--- config.mk ---
export PLATFORM = sky130hd
export DESIGN_NAME = triangle_scanline_span_generator_flat
export DESIGN_NICKNAME = d
export VERILOG_FILES = /design/src/hw/rtl/tssg_pkg.sv /design/src/hw/rtl/tssg_if.sv /design/src/hw/rtl/tssg_divider.sv /design/src/hw/rtl/tssg_datapath.sv /design/src/hw/rtl/tssg_control.sv /design/src/hw/rtl/triangle_scanline_span_generator.sv /design/src/flat_wrapper.sv
export SDC_FILE = /design/constraint.sdc
export NUM_CORES = 2
export LEC_CHECK = 0
export ABC_AREA = 0
export BUFFER_PORTS_ARGS = -buffer_cell sky130_fd_sc_hd__buf_2
export CELL_PAD_IN_SITES_DETAIL_PLACEMENT = 0
export CELL_PAD_IN_SITES_GLOBAL_PLACEMENT = 1
export CORE_MARGIN = 2
export CORE_UTILIZATION = 53
export DETAILED_ROUTE_END_ITERATION = 6
export PLACE_DENSITY = 0.95
export SYNTH_ARGS = -nofsm -noshare
export SYNTH_HDL_FRONTEND = slang
export SYNTH_SLANG_ARGS = --single-unit
--- constraint.sdc ---
create_clock -name clk -period 32 [get_ports clk]
set_clock_uncertainty 0.2 [all_clocks]
set_input_delay 3.2 -clock clk [delete_from_list [all_inputs] [get_ports clk]]
set_output_delay 3.2 -clock clk [all_outputs]
set_load 0.05 [all_outputs]
--- src/hw/rtl/tssg_pkg.sv ---
package tssg_pkg;

    typedef enum logic [3:0] {
        ST_IDLE,
        ST_SPLIT_DIV,
        ST_SPLIT_DONE,
        ST_LSLOPE_DIV,
        ST_RSLOPE_DIV,
        ST_READY,
        ST_STEP,
        ST_OUT
    } tssg_state_t;

    localparam logic OP_START = 1'b0;
    localparam logic OP_STEP  = 1'b1;

    localparam logic REG_SCREEN_WIDTH  = 1'b0;
    localparam logic REG_SCREEN_HEIGHT = 1'b1;

    localparam logic [11:0] WIDTH_RESET  = 12'd800;
    localparam logic [11:0] HEIGHT_RESET = 12'd600;

    typedef struct packed {
        logic load;        // latch and sort a start item
        logic split_go;    // start the split_x division
        logic split_take;  // store split_x
        logic half_up;     // set up the flat-top half (else flat-bottom)
        logic lslope_go;   // start left slope division
        logic rslope_go;   // start right slope division
        logic lslope_take;
        logic rslope_take;
        logic step;        // advance edges and row, build output
    } tssg_cmd_t;

    typedef struct packed {
        logic div_done;
        logic flat;        // y1 == y3
        logic top_flat;    // y1 == y2
        logic go_up;       // after this down step, continue with the lower half
        logic end_tri;     // after this step the triangle is finished
    } tssg_status_t;

endpackage

--- src/hw/rtl/tssg_if.sv ---
interface tssg_in_if #(parameter int COORD_BITS = 12);
    logic                         valid;
    logic                         ready;
    logic                         operation;
    logic signed [COORD_BITS-1:0] ax;
    logic signed [COORD_BITS-1:0] ay;
    logic signed [COORD_BITS-1:0] bx;
    logic signed [COORD_BITS-1:0] by;
    logic signed [COORD_BITS-1:0] cx;
    logic signed [COORD_BITS-1:0] cy;
    logic [31:0]                  fill;
    modport source (output valid, operation, ax, ay, bx, by, cx, cy, fill, input ready);
    modport sink   (input valid, operation, ax, ay, bx, by, cx, cy, fill, output ready);
endinterface

interface tssg_out_if #(parameter int COORD_BITS = 12);
    logic                         valid;
    logic                         ready;
    logic signed [COORD_BITS-1:0] span_y;
    logic [11:0]                  span_left;
    logic [11:0]                  span_right;
    logic [31:0]                  span_color;
    logic                         span_visible;
    logic                         span_last;
    modport source (output valid, span_y, span_left, span_right, span_color, span_visible,
                    span_last, input ready);
    modport sink   (input valid, span_y, span_left, span_right, span_color, span_visible,
                    span_last, output ready);
endinterface

interface tssg_cfg_if;
    logic        valid;
    logic        ready;
    logic        index;
    logic [11:0] data;
    modport source (output valid, index, data, input ready);
    modport sink   (input valid, index, data, output ready);
endinterface

--- src/hw/rtl/tssg_divider.sv ---
module tssg_divider #(
    parameter int NUM_BITS = 40,
    parameter int DEN_BITS = 14
) (
    input  logic                clk,
    input  logic                rst_n,
    input  logic                go,
    input  logic [NUM_BITS-1:0] numer,
    input  logic [DEN_BITS-1:0] denom,
    output logic                done,
    output logic [NUM_BITS-1:0] quot
);
    // Unsigned restoring division, one quotient bit per cycle.
    localparam int CNT_BITS = $clog2(NUM_BITS + 1);

    logic [NUM_BITS-1:0] q_reg, q_next;
    logic [DEN_BITS:0]   rem_reg, rem_next;
    logic [DEN_BITS-1:0] den_reg, den_next;
    logic [CNT_BITS-1:0] cnt_reg, cnt_next;
    logic                busy_reg, busy_next;
    logic [DEN_BITS:0]   trial;

    always_comb
    begin
        q_next    = q_reg;
        rem_next  = rem_reg;
        den_next  = den_reg;
        cnt_next  = cnt_reg;
        busy_next = busy_reg;
        trial     = {rem_reg[DEN_BITS-1:0], q_reg[NUM_BITS-1]};
        if (go)
        begin
            q_next    = numer;
            rem_next  = '0;
            den_next  = denom;
            cnt_next  = CNT_BITS'(NUM_BITS);
            busy_next = 1'b1;
        end
        else if (busy_reg)
        begin
            if (trial >= {1'b0, den_reg})
            begin
                rem_next = trial - {1'b0, den_reg};
                q_next   = {q_reg[NUM_BITS-2:0], 1'b1};
            end
            else
            begin
                rem_next = trial;
                q_next   = {q_reg[NUM_BITS-2:0], 1'b0};
            end
            cnt_next = cnt_reg - 1'b1;
            if (cnt_reg == CNT_BITS'(1))
                busy_next = 1'b0;
        end
    end

    always_ff @(posedge clk or negedge rst_n)
    begin
        if (!rst_n)
        begin
            busy_reg <= 1'b0;
            cnt_reg  <= '0;
        end
        else
        begin
            busy_reg <= busy_next;
            cnt_reg  <= cnt_next;
        end
    end

    always_ff @(posedge clk)
    begin
        q_reg   <= q_next;
        rem_reg <= rem_next;
        den_reg <= den_next;
    end

    // The final quotient bit is formed in the done cycle, even if a new division starts then.
    assign done = busy_reg && (cnt_reg == CNT_BITS'(1));
    assign quot = {q_reg[NUM_BITS-2:0], (trial >= {1'b0, den_reg})};
endmodule

--- src/hw/rtl/tssg_datapath.sv ---
module tssg_datapath #(
    parameter int COORD_BITS = 12,
    parameter int FRAC_BITS  = 16
) (
    input  logic                         clk,
    input  logic                         rst_n,
    input  tssg_pkg::tssg_cmd_t          cmd,
    output tssg_pkg::tssg_status_t       status,
    input  logic signed [COORD_BITS-1:0] ax,
    input  logic signed [COORD_BITS-1:0] ay,
    input  logic signed [COORD_BITS-1:0] bx,
    input  logic signed [COORD_BITS-1:0] by,
    input  logic signed [COORD_BITS-1:0] cx,
    input  logic signed [COORD_BITS-1:0] cy,
    input  logic [31:0]                  fill,
    input  logic [11:0]                  screen_width,
    input  logic [11:0]                  screen_height,
    output logic signed [COORD_BITS-1:0] span_y,
    output logic [11:0]                  span_left,
    output logic [11:0]                  span_right,
    output logic [31:0]                  span_color,
    output logic                         span_visible,
    output logic                         span_last
);
    import tssg_pkg::*;

    localparam int CB  = COORD_BITS;
    localparam int DB  = CB + 1;                 // coordinate difference
    localparam int PB  = 2 * DB + 1;             // split numerator magnitude
    localparam int SB  = DB + FRAC_BITS + 2;     // slope numerator magnitude
    localparam int NB  = (PB > SB) ? PB : SB;
    localparam int EB  = CB + FRAC_BITS + 3;     // edge accumulator
    localparam int COLB = CB + 3;

    logic signed [CB-1:0] x1_reg, y1_reg, x2_reg, y2_reg, x3_reg, y3_reg;
    logic signed [CB-1:0] sx_reg;
    logic signed [CB+1:0] row_reg;
    logic signed [EB-1:0] le_reg, re_reg, ls_reg, rs_reg;
    logic [31:0]          col_reg;
    logic                 neg_reg;

    // Three-comparator stable sort network.
    logic signed [CB-1:0] px [3];
    logic signed [CB-1:0] py [3];
    logic signed [CB-1:0] tx, ty;

    always_comb
    begin
        tx = '0;
        ty = '0;
        px[0] = ax; py[0] = ay;
        px[1] = bx; py[1] = by;
        px[2] = cx; py[2] = cy;
        if (py[0] > py[1])
        begin
            tx = px[0]; ty = py[0]; px[0] = px[1]; py[0] = py[1]; px[1] = tx; py[1] = ty;
        end
        if (py[1] > py[2])
        begin
            tx = px[1]; ty = py[1]; px[1] = px[2]; py[1] = py[2]; px[2] = tx; py[2] = ty;
        end
        if (py[0] > py[1])
        begin
            tx = px[0]; ty = py[0]; px[0] = px[1]; py[0] = py[1]; px[1] = tx; py[1] = ty;
        end
    end

    // Divider operand selection.
    logic signed [DB-1:0] dy13, dy12, dy23, dyh;
    logic signed [PB:0]   split_num;
    logic signed [CB-1:0] apex_x, lo_x, hi_x;
    logic signed [DB-1:0] ldx, rdx;
    logic signed [SB:0]   snum;
    logic [NB-1:0]        dnum, dq;
    logic [DB-1:0]        dden;
    logic                 dgo, ddone;
    logic signed [NB:0]   sq;

    always_comb
    begin
        dy13 = DB'(y3_reg) - DB'(y1_reg);
        dy12 = DB'(y2_reg) - DB'(y1_reg);
        dy23 = DB'(y3_reg) - DB'(y2_reg);
        dyh  = cmd.half_up ? dy23 : dy12;
        apex_x = cmd.half_up ? x3_reg : x1_reg;
        lo_x = (sx_reg < x2_reg) ? sx_reg : x2_reg;
        hi_x = (sx_reg < x2_reg) ? x2_reg : sx_reg;
        ldx = DB'(lo_x) - DB'(apex_x);
        rdx = DB'(hi_x) - DB'(apex_x);
        split_num = (PB+1)'(x1_reg) * (PB+1)'(dy13)
                  + (PB+1)'(DB'(x3_reg) - DB'(x1_reg)) * (PB+1)'(dy12);
        snum = (SB+1)'(cmd.rslope_go ? rdx : ldx) <<< FRAC_BITS;
        dgo  = cmd.split_go | cmd.lslope_go | cmd.rslope_go;
        if (cmd.split_go)
        begin
            // truncating division
            dnum = split_num[PB] ? NB'(-split_num) : NB'(split_num);
            dden = dy13;
        end
        else
        begin
            // rounding: (2|n| + d) / 2d
            dnum = NB'({(snum[SB] ? -snum : snum), 1'b0}) + NB'(dyh);
            dden = {dyh[DB-2:0], 1'b0};
        end
    end

    tssg_divider #(.NUM_BITS(NB), .DEN_BITS(DB)) u_div (
        .clk(clk), .rst_n(rst_n), .go(dgo), .numer(dnum), .denom(dden),
        .done(ddone), .quot(dq)
    );

    always_ff @(posedge clk)
    begin
        if (dgo)
            neg_reg <= cmd.split_go ? split_num[PB] : snum[SB];
    end

    assign sq = neg_reg ? -(NB+1)'(dq) : (NB+1)'(dq);

    // Step arithmetic.
    logic signed [EB-1:0]   le_n, re_n;
    logic signed [COLB-1:0] lcol, rcol, wmax;
    logic signed [CB+1:0]   row_n;
    logic                   vis;

    function automatic logic signed [COLB-1:0] edge_col(input logic signed [EB-1:0] e);
        logic [EB-1:0] a;
        logic [EB-1:0] r;
        a = e[EB-1] ? EB'(-e) : EB'(e);
        r = (a + (EB'(1) << (FRAC_BITS - 1))) >> FRAC_BITS;
        return e[EB-1] ? -COLB'(r) : COLB'(r);
    endfunction

    always_comb
    begin
        le_n = le_reg + ls_reg;
        re_n = re_reg + rs_reg;
        lcol = edge_col(le_n);
        rcol = edge_col(re_n);
        // A zero width gives a limit of -1, so every span is then empty.
        wmax = $signed(COLB'(screen_width)) - COLB'(1);
        if (lcol < 0)
            lcol = '0;
        if (rcol > wmax)
            rcol = wmax;
        vis = (row_reg >= 0) && (row_reg < (CB+2)'(screen_height)) && (lcol <= rcol);
        row_n = cmd.half_up ? row_reg - 1'b1 : row_reg + 1'b1;
    end

    always_ff @(posedge clk or negedge rst_n)
    begin
        if (!rst_n)
        begin
            x1_reg <= '0; y1_reg <= '0; x2_reg <= '0;
            y2_reg <= '0; x3_reg <= '0; y3_reg <= '0;
            sx_reg <= '0; row_reg <= '0; col_reg <= '0;
            le_reg <= '0; re_reg <= '0; ls_reg <= '0; rs_reg <= '0;
            span_y <= '0; span_left <= '0; span_right <= '0;
            span_color <= '0; span_visible <= 1'b0; span_last <= 1'b0;
        end
        else
        begin
            if (cmd.load)
            begin
                x1_reg <= px[0]; y1_reg <= py[0];
                x2_reg <= px[1]; y2_reg <= py[1];
                x3_reg <= px[2]; y3_reg <= py[2];
                col_reg <= fill;
            end
            if (cmd.split_take)
                sx_reg <= CB'(sq);
            if (cmd.lslope_take)
            begin
                ls_reg  <= EB'(sq);
                le_reg  <= EB'(apex_x) <<< FRAC_BITS;
                re_reg  <= EB'(apex_x) <<< FRAC_BITS;
                row_reg <= cmd.half_up ? (CB+2)'(y3_reg) - 1'b1 : (CB+2)'(y1_reg) + 1'b1;
            end
            if (cmd.rslope_take)
                rs_reg <= EB'(sq);
            if (cmd.step)
            begin
                le_reg  <= le_n;
                re_reg  <= re_n;
                row_reg <= row_n;
                span_y  <= CB'(row_reg);
                span_left  <= vis ? 12'(lcol) : 12'd0;
                span_right <= vis ? 12'(rcol) : 12'd0;
                span_visible <= vis;
                span_last  <= (row_reg == (CB+2)'(y2_reg)) && (cmd.half_up || y2_reg == y3_reg);
                span_color <= col_reg;
            end
        end
    end

    assign status.div_done = ddone;
    assign status.flat     = (py[0] == py[2]);
    assign status.top_flat = (y1_reg == y2_reg);
    assign status.go_up    = !cmd.half_up && (row_reg == (CB+2)'(y2_reg)) && (y3_reg > y2_reg);
    assign status.end_tri  = (row_reg == (CB+2)'(y2_reg)) && (cmd.half_up || y3_reg == y2_reg);
endmodule

--- src/hw/rtl/tssg_control.sv ---
module tssg_control (
    input  logic                   clk,
    input  logic                   rst_n,
    input  logic                   in_valid,
    input  logic                   in_op,
    output logic                   in_ready,
    output logic                   out_valid,
    input  logic                   out_ready,
    input  tssg_pkg::tssg_status_t status,
    output tssg_pkg::tssg_cmd_t    cmd,
    output logic                   idle
);
    import tssg_pkg::*;

    tssg_state_t state_reg, state_next;
    logic        up_reg, up_next;
    logic        act_reg, act_next;
    // A down half that hands over to the up half needs fresh slopes.
    logic        handover_reg;

    always_ff @(posedge clk or negedge rst_n)
    begin
        if (!rst_n)
        begin
            state_reg <= ST_IDLE;
            up_reg    <= 1'b0;
            act_reg   <= 1'b0;
        end
        else
        begin
            state_reg <= state_next;
            up_reg    <= up_next;
            act_reg   <= act_next;
        end
    end

    always_comb
    begin
        state_next = state_reg;
        up_next    = up_reg;
        act_next   = act_reg;
        cmd        = '0;
        cmd.half_up = up_reg;
        in_ready   = 1'b0;
        out_valid  = 1'b0;
        idle       = 1'b0;
        case (state_reg)
            ST_IDLE:
            begin
                in_ready = 1'b1;
                idle     = 1'b1;
                if (in_valid)
                begin
                    if (in_op == OP_START)
                    begin
                        cmd.load   = 1'b1;
                        act_next   = 1'b0;
                        if (!status.flat)
                            state_next = ST_SPLIT_DIV;
                    end
                    else if (act_reg)
                        state_next = ST_STEP;
                end
            end
            ST_SPLIT_DIV:
            begin
                cmd.split_go = 1'b1;
                state_next   = ST_SPLIT_DONE;
            end
            ST_SPLIT_DONE:
            begin
                if (status.div_done)
                begin
                    cmd.split_take = 1'b1;
                    up_next        = status.top_flat;
                    state_next     = ST_LSLOPE_DIV;
                end
            end
            ST_LSLOPE_DIV:
            begin
                cmd.lslope_go = 1'b1;
                state_next    = ST_READY;
            end
            ST_READY:
            begin
                if (status.div_done)
                begin
                    cmd.lslope_take = 1'b1;
                    cmd.rslope_go   = 1'b1;
                    state_next      = ST_RSLOPE_DIV;
                end
            end
            ST_RSLOPE_DIV:
            begin
                if (status.div_done)
                begin
                    cmd.rslope_take = 1'b1;
                    act_next        = 1'b1;
                    state_next      = ST_IDLE;
                end
            end
            ST_STEP:
            begin
                cmd.step = 1'b1;
                state_next = ST_OUT;
                if (status.go_up)
                begin
                    up_next = 1'b1;
                    act_next = 1'b0;
                end
                else if (status.end_tri)
                    act_next = 1'b0;
            end
            ST_OUT:
            begin
                out_valid = 1'b1;
                if (out_ready)
                    state_next = ST_IDLE;
                if (out_ready && up_reg && !act_reg && handover_reg)
                    state_next = ST_LSLOPE_DIV;
            end
            default:
                state_next = ST_IDLE;
        endcase
    end

    always_ff @(posedge clk or negedge rst_n)
    begin
        if (!rst_n)
            handover_reg <= 1'b0;
        else if (state_reg == ST_STEP)
            handover_reg <= status.go_up;
        else if (state_reg == ST_OUT && out_ready)
            handover_reg <= 1'b0;
    end
endmodule

--- src/hw/rtl/triangle_scanline_span_generator.sv ---
// Span generator for filled triangles, one span per step transfer while a triangle is active.
// A start transfer of a triangle that is not flat (y1 != y3) runs its set-up (split point, both
// slopes) in one shared bit-serial divider of D = max(2*COORD_BITS, COORD_BITS+FRAC_BITS)+3 bits.
// A step registers its span in the step state and offers it in the output state until taken; no
// new transfer is accepted before that. Crossing to the lower half repeats both slope divisions.
// Reset (asynchronous, rst_n low) clears all but the division registers; idle, width 800, height 600.
module triangle_scanline_span_generator #(
    parameter int COORD_BITS = 12,
    parameter int FRAC_BITS  = 16
) (
    input  logic       clk,
    input  logic       rst_n,
    tssg_in_if.sink    in_ch,
    tssg_out_if.source out_ch,
    tssg_cfg_if.sink   cfg
);
    import tssg_pkg::*;

    tssg_cmd_t    cmd;
    tssg_status_t status;
    logic         idle;
    logic [11:0]  width_reg, height_reg;

    assign cfg.ready = 1'b1;

    always_ff @(posedge clk or negedge rst_n)
    begin
        if (!rst_n)
        begin
            width_reg  <= WIDTH_RESET;
            height_reg <= HEIGHT_RESET;
        end
        else if (cfg.valid)
        begin
            if (cfg.index == REG_SCREEN_WIDTH)
                width_reg <= cfg.data;
            else
                height_reg <= cfg.data;
        end
    end

    tssg_control u_ctrl (
        .clk(clk), .rst_n(rst_n),
        .in_valid(in_ch.valid), .in_op(in_ch.operation), .in_ready(in_ch.ready),
        .out_valid(out_ch.valid), .out_ready(out_ch.ready),
        .status(status), .cmd(cmd), .idle(idle)
    );

    tssg_datapath #(.COORD_BITS(COORD_BITS), .FRAC_BITS(FRAC_BITS)) u_dp (
        .clk(clk), .rst_n(rst_n), .cmd(cmd), .status(status),
        .ax(in_ch.ax), .ay(in_ch.ay), .bx(in_ch.bx), .by(in_ch.by),
        .cx(in_ch.cx), .cy(in_ch.cy), .fill(in_ch.fill),
        .screen_width(width_reg), .screen_height(idle ? height_reg : height_reg),
        .span_y(out_ch.span_y), .span_left(out_ch.span_left),
        .span_right(out_ch.span_right), .span_color(out_ch.span_color),
        .span_visible(out_ch.span_visible), .span_last(out_ch.span_last)
    );
endmodule
--- src/flat_wrapper.sv ---
// flat-port wrapper written by rule: the top's interface ports become plain ports
module triangle_scanline_span_generator_flat import tssg_pkg::*;
#(
    parameter int COORD_BITS = 12,
    parameter int FRAC_BITS  = 16
)
  (clk, rst_n, in_ch_valid, in_ch_operation, in_ch_ax, in_ch_ay, in_ch_bx, in_ch_by, in_ch_cx, in_ch_cy, in_ch_fill, in_ch_ready, out_ch_valid, out_ch_span_y, out_ch_span_left, out_ch_span_right, out_ch_span_color, out_ch_span_visible, out_ch_span_last, out_ch_ready, cfg_valid, cfg_index, cfg_data, cfg_ready);
  tssg_in_if #(.COORD_BITS(COORD_BITS)) in_ch_i ();
  tssg_out_if #(.COORD_BITS(COORD_BITS)) out_ch_i ();
  tssg_cfg_if cfg_i ();
  input  logic clk;
  input  logic rst_n;
  input wire logic [$bits(in_ch_i.valid)-1:0] in_ch_valid;
  input wire logic [$bits(in_ch_i.operation)-1:0] in_ch_operation;
  input wire logic [$bits(in_ch_i.ax)-1:0] in_ch_ax;
  input wire logic [$bits(in_ch_i.ay)-1:0] in_ch_ay;
  input wire logic [$bits(in_ch_i.bx)-1:0] in_ch_bx;
  input wire logic [$bits(in_ch_i.by)-1:0] in_ch_by;
  input wire logic [$bits(in_ch_i.cx)-1:0] in_ch_cx;
  input wire logic [$bits(in_ch_i.cy)-1:0] in_ch_cy;
  input wire logic [$bits(in_ch_i.fill)-1:0] in_ch_fill;
  output wire logic [$bits(in_ch_i.ready)-1:0] in_ch_ready;
  output wire logic [$bits(out_ch_i.valid)-1:0] out_ch_valid;
  output wire logic [$bits(out_ch_i.span_y)-1:0] out_ch_span_y;
  output wire logic [$bits(out_ch_i.span_left)-1:0] out_ch_span_left;
  output wire logic [$bits(out_ch_i.span_right)-1:0] out_ch_span_right;
  output wire logic [$bits(out_ch_i.span_color)-1:0] out_ch_span_color;
  output wire logic [$bits(out_ch_i.span_visible)-1:0] out_ch_span_visible;
  output wire logic [$bits(out_ch_i.span_last)-1:0] out_ch_span_last;
  input wire logic [$bits(out_ch_i.ready)-1:0] out_ch_ready;
  input wire logic [$bits(cfg_i.valid)-1:0] cfg_valid;
  input wire logic [$bits(cfg_i.index)-1:0] cfg_index;
  input wire logic [$bits(cfg_i.data)-1:0] cfg_data;
  output wire logic [$bits(cfg_i.ready)-1:0] cfg_ready;
  assign in_ch_i.valid = in_ch_valid;
  assign in_ch_i.operation = in_ch_operation;
  assign in_ch_i.ax = in_ch_ax;
  assign in_ch_i.ay = in_ch_ay;
  assign in_ch_i.bx = in_ch_bx;
  assign in_ch_i.by = in_ch_by;
  assign in_ch_i.cx = in_ch_cx;
  assign in_ch_i.cy = in_ch_cy;
  assign in_ch_i.fill = in_ch_fill;
  assign in_ch_ready = in_ch_i.ready;
  assign out_ch_valid = out_ch_i.valid;
  assign out_ch_span_y = out_ch_i.span_y;
  assign out_ch_span_left = out_ch_i.span_left;
  assign out_ch_span_right = out_ch_i.span_right;
  assign out_ch_span_color = out_ch_i.span_color;
  assign out_ch_span_visible = out_ch_i.span_visible;
  assign out_ch_span_last = out_ch_i.span_last;
  assign out_ch_i.ready = out_ch_ready;
  assign cfg_i.valid = cfg_valid;
  assign cfg_i.index = cfg_index;
  assign cfg_i.data = cfg_data;
  assign cfg_ready = cfg_i.ready;
  triangle_scanline_span_generator #(.COORD_BITS(COORD_BITS), .FRAC_BITS(FRAC_BITS)) u_core (.clk(clk), .rst_n(rst_n), .in_ch(in_ch_i), .out_ch(out_ch_i), .cfg(cfg_i));
endmodule
# Word level (Yosys, flattened, before mapping)
# Cells that the tools add are included.
[word_totals]
elab_cells = 198
inputBits = 123
register_bits = 419
out_inout_bits = 73
[op_classes]
n_mux = 75
multipliers = 2
reduce_logical = 26
n_eq_ne = 23
order_cmp = 11
addsub = 26
bitwise = 3
[ops]
columns = ["op", "count"]
rows = [
  ["$mux W31", 10],
  ["$mux W24", 6],
  ["$add A31 B31 Y31", 3],
  ["$neg A31 Y31", 3],
  ["$sub A12 B12 Y13", 6],
  ["$add A31 B16 Y31 const B", 2],
  ["$mux W12", 5],
  ["$mux W15", 4],
  ["$mux W14", 4],
  ["$eq A12 B12 Y1", 4],
  ["$gt A12 B12 Y1", 4],
  ["$mux W13", 3],
  ["$mux W4", 9],
  ["$pmux W4 S8", 1],
  ["$neg A27 Y31", 1],
  ["$mux W30", 1],
  ["$neg A15 Y15", 2],
  ["$neg A30 Y30", 1],
  ["$add A25 B26 Y27", 1],
  ["$mul A13 B13 Y26", 1],
  ["$mul A12 B13 Y25", 1],
  ["$mux W1", 25],
  ["$eq A4 B3 Y1 const B", 4],
  ["$mux W16", 1],
  ["other kinds (37)", 64],
]

# Depth between registers and ports, before layout
[depth]
word_depth = 11
depth_mapped = 53
depth_no_buf = 50

# Cells and area by module
# A second synthesis with hierarchy kept.
[hier_totals]
cells_unflattened = 5302
area_unflattened_um2 = 46844.9
[by_module_without_submodules]
columns = ["module", "seq_area_each_um2", "n_inst", "cells_per_inst", "area_per_inst_um2"]
rows = [
  ["tssg_datapath", 8137.8, 1, 4863, 41790.1],
  ["tssg_divider", 1731.7, 1, 314, 3543.4],
  ["triangle_scanline_span_generator", 609.3, 1, 54, 973.4],
  ["tssg_control", 150.1, 1, 71, 538.0],
]

# Least setup slack after synthesis
# OpenSTA, ideal clock, no wires.
[synth_timing]
path_kind = "input to register"
start = "in in_ch_by[3]"
end = "reg u_core.u_ctrl.state_reg[0]"
path_slack_ns = 19.446
n_path_buf = 6
stages = 50
setup_time_ns = 0.088
t_arrival_ns = 12.266
t_required_ns = 31.712
path_cell_list = "clkbuf_1 inv_1 ha_1 o21a_1 o21a_1 o21a_1 o21a_1 o21a_1 o21ai_0 a2111oi_0 or2_2 clkbuf_1 buf_1 nor2_1 a21oi_1 inv_1 ha_1 nor2b_1 [... 14 more ...] inv_1 ha_1 nor2b_1 o21a_1 o21a_1 o21a_1 o21a_1 o21a_1 o21a_1 o21ai_0 a221oi_1 a21oi_1 nor2_1 a21bo_2 a221o_1 o2111ai_1 nor4b_1 a41oi_1"
[synth_between]
elab_chain_len = 9
[synth_rtl]
columns = ["item", "line_no", "rtl"]
rows = [
  ["start, declared", "flat_wrapper.sv:18", "input wire logic [$bits(in_ch_i.by)-1:0] in_ch_by;"],
  ["$gt A12 B12 Y1", "tssg_datapath.sv:54", "if (py[0] > py[1])"],
  ["$mux W24 (*)", "tssg_datapath.sv:54", ""],
  ["$gt A12 B12 Y1", "tssg_datapath.sv:58", "if (py[1] > py[2])"],
  ["$mux W24", "tssg_datapath.sv:58", ""],
  ["$gt A12 B12 Y1", "tssg_datapath.sv:62", "if (py[0] > py[1])"],
  ["$mux W24", "tssg_datapath.sv:62", ""],
  ["$eq A12 B12 Y1 (*)", "tssg_datapath.sv:198", "assign status.flat = (py[0] == py[2]);"],
  ["$ne A3 B3 Y1 (no source line) (*)", "-", ""],
  ["$reduce_and A7 Y1 (no source line) (*)", "-", ""],
  ["end signal, assigned", "tssg_control.sv:31", "state_reg <= state_next;"],
  ["end, declared", "tssg_control.sv:15", "tssg_state_t state_reg, state_next;"],
]
# Every way passes the cells marked *; elsewhere a longest branch is shown, timed or not.
# A chain may end at the register's enable or synchronous reset.

# Worst setup path after layout
[layout_timing]
start = "in in_ch_by[1]"
end = "reg u_core.u_dp.x2_reg[9]"
[layout_between]
elab_chain_len = 6
word_cells_on_any_way = 8
cone_classes = "order compare (3); mux (5)"
[layout_rtl]
columns = ["item", "line_no", "rtl"]
rows = [
  ["$gt A12 B12 Y1", "tssg_datapath.sv:54", ""],
  ["$mux W24", "tssg_datapath.sv:54", ""],
  ["$gt A12 B12 Y1", "tssg_datapath.sv:58", ""],
  ["$mux W24", "tssg_datapath.sv:58", ""],
  ["$gt A12 B12 Y1", "tssg_datapath.sv:62", ""],
  ["$mux W24 (*)", "tssg_datapath.sv:62", ""],
  ["end signal, assigned", "tssg_datapath.sv:167", "x2_reg <= px[1]; y2_reg <= py[1];"],
  ["end, declared", "tssg_datapath.sv:35", "logic signed [CB-1:0] x1_reg, y1_reg, x2_reg, y2_reg, x3_reg, y3_reg;"],
]
# Marks and branches as above.

==> impl_results.md <==
- Status: finished, violations left
- Failing checks: DRC
- Final Max Tran Viols: 0
- Post-Syn Area: 0.0454 mm^2
- Via-to-Cell Ratio: 5.87
- Final min period: 12.88 ns
- CTS tree: done
- Hold crit path type: flop to flop
- Most frequent cells in the layout: nand2_1, inv_1, fa_1
- Sequential cell area: 0.0106 mm^2
- GRT overflow: 0
- Wire per inst: 20.0 um
- Post-synth top area share: 19.4%
- Hold buffer count at CTS: 0
- Post-CTS Setup Bufs: 0
- First-pass GRT wire length: 210000 um
- Routed Antenna Nets: 0
- Post-Syn Instances: 5322
- Rel. slew slack: 14.2%
- Area growth from synthesis to layout: 7.85%
- Routability congestion estimate: 0.949
- Crit path max fanout: 66
- #FFs+latches synth: 418
- Die W: 297 um
- F_max: 77.6 MHz
- CTS Sinks: 418
- Crit path largest cell delay: 0.83 ns
- CTS clk-pin slew, worst paths: 0.06 ns
- Initial antenna violation count: 3
- EDFF count, synth: 45
- CP Class: input pin to flop
- H-Tree Depth: 2
- Synth warn: 0
- Tcrit/Tclk final: 40.3%
- Final TNS setup: 0 ns
- Pin count of the biggest net entering global routing: 127
- DP Cell Count: 6466
- Vias in the first global route: 38100
- Core area: 0.0850 mm^2
- PortBufs: 194
- Placed Instance Area: 0.0475 mm^2
- CTS Buf Count: 48
- Avg Cell Area, Syn: 8.54 um^2
- Dominant cells by area after synthesis: dfrtp_1, fa_1, ha_1, nand2_1, inv_1
- CP Capture Type: flop
- Maxcap violations: 0
- WP data required: 32.29 ns
- Area of the multi-input gates: 0.0318 mm^2
- CTS root buf: clkbuf_16
- # DRC: 1
- Die ar.: 0.0881 mm^2
- Leading area contributor after synthesis: dfrtp_1
- Most used cell, CP: o21a_1
- Distinct cells, synth: 97
- Detailed router's first-iteration violation count: 3111
- Ys async rst share: 86.1%
- Via count of the routed design: 38451
- Placed wire-length estimate: 104000 um
- ANT cells: 0
- Initial Util: 53.4%
- Share of layout cells above drive strength 1: 8.69%
- Worst-skew pair later-pin latency: 0.61 ns
- Most common cell after layout, fill and taps aside: nand2_1
- Final instance area: 0.0490 mm^2
- Finished Layout Cells: 6552
- All-layer global routing usage: 29.7%
- Clk buf depth: 3
- Fin. Hold Viols: 0
- Arrival time at the worst endpoint: 13.17 ns
- # setup viols final: 0
- I/O pin count: 196
- Syn_nets: 6174
- Die H: 297 um
- Layout fillers: 7640
- Register area share after synthesis: 23.4%
- Main flop type after synthesis: dfrtp_1
- Std-Cell Rows: 107
- Worst-Margin Slew: 1.28 ns
- Slowest CP cell: a2111oi_0
- RSZ-0062 raised after global routing: no
- Crit path launch type: input pin
- Detailed Routing Iterations Pass 1: 7
- # resized after CTS: 0
- Final layout net count: 6224
- WL final: 131000 um
==> synth_stat cells, drive strengths merged, types with 24 or more instances <==
| cell type | n |
|---|---|
| a211oi | 67 |
| a21o | 106 |
| a21oi | 315 |
| a31oi | 24 |
| and2 | 82 |
| and3 | 24 |
| clkbuf | 222 |
| dfrtp | 353 |
| edfxtp | 45 |
| fa | 381 |
| ha | 348 |
| inv | 598 |
| mux2 | 72 |
| mux2i | 50 |
| nand2 | 704 |
| nand2b | 53 |
| nand3 | 91 |
| nand4 | 45 |
| nor2 | 356 |
| nor2b | 50 |
| nor3 | 89 |
| nor4 | 37 |
| o21a | 41 |
| o21ai | 345 |
| o21bai | 50 |
| o22ai | 36 |
| o31ai | 52 |
| xnor2 | 209 |
| xor2 | 146 |
==> final cells by class <==
class                      instances  share of cell area, %
clock inverter                    20                  0.271
timing repair buffer             245                   2.78
clock buffer                      66                   2.86
sequential                       418                   21.7
tap                             1144                   2.92
multi-input combinational       4059                   64.9
inverter                         600                   4.60
==> worst paths after layout <==
path / from / endpoint / slack [ns] / cells after the start
setup / recovery: in_ch_by[1] / u_core.u_dp.x2_reg[9] / 19.12 / 45
hold / removal: u_core.u_dp.col_reg[16] / u_core.u_dp.span_color[16] / 0.26 / 2
setup reg to reg: u_core.u_dp.re_reg[0] / u_core.u_dp.span_left[1] / 20.15 / 48
hold reg to reg: u_core.u_dp.col_reg[16] / u_core.u_dp.span_color[16] / 0.26 / 2
max in group asynchronous: rst_n / u_core.u_dp.x1_reg[1] / 25.97 / 4
min in group asynchronous: rst_n / u_core.u_dp.span_left[5] / 2.41 / 1
==> through the flow <==
step | setup slack, ns | util (%) | hold slack [ns]
6_report | 19.12 | 57.6 | 0.256
4_1_cts | 19.22 | 57.6 | 0.260
5_1_grt | 18.38 | 57.6 | 0.273
3_5_place_dp | 18.65 | 55.8 | 0.243
3_3_place_gp | 18.81 | 55.8 | 0.240
2_1_floorplan | 19.45 | - | 0.233
==> metal layers <==
layer | GRT usage (%) | up-vias | part of all wire [%]
met4 | 10.3 | 4 | 3.7
met1 | 40.7 | 18764 | 43
met2 | 47.4 | 1309 | 46
met5 | 0 | - | 0.023
li1 | - | 18099 | -
met3 | 5.27 | 275 | 7.5
==> kinds of logic (layout without fill, tap and decap cells) <==
family | after synthesis | in the layout | synth area share [%]
compound gates | 1221 | 1221 | 17.0
other cells | 1 | 1 | 0.00825
buf+inv | 845 | 931 | 7.02
flops | 418 | 418 | 23.4
fa+ha+maj | 729 | 729 | 26.4
xor+xnor | 355 | 355 | 6.84
mux | 122 | 122 | 2.89
simple gates | 1631 | 1631 | 16.5
==> critical path, delay by kind of cell <==
kind	cells	cell delay, ns
AO/OA/AOI/OAI	30	6.30
AND/OR/NAND/NOR	5	1.49
buffers and inverters	7	1.29
adder cells (fa/ha/maj)	3	0.89
Power is left out: the tool's default activity adds up to more than one toggle a clock period on the data nets, which glitch-free logic cannot reach.
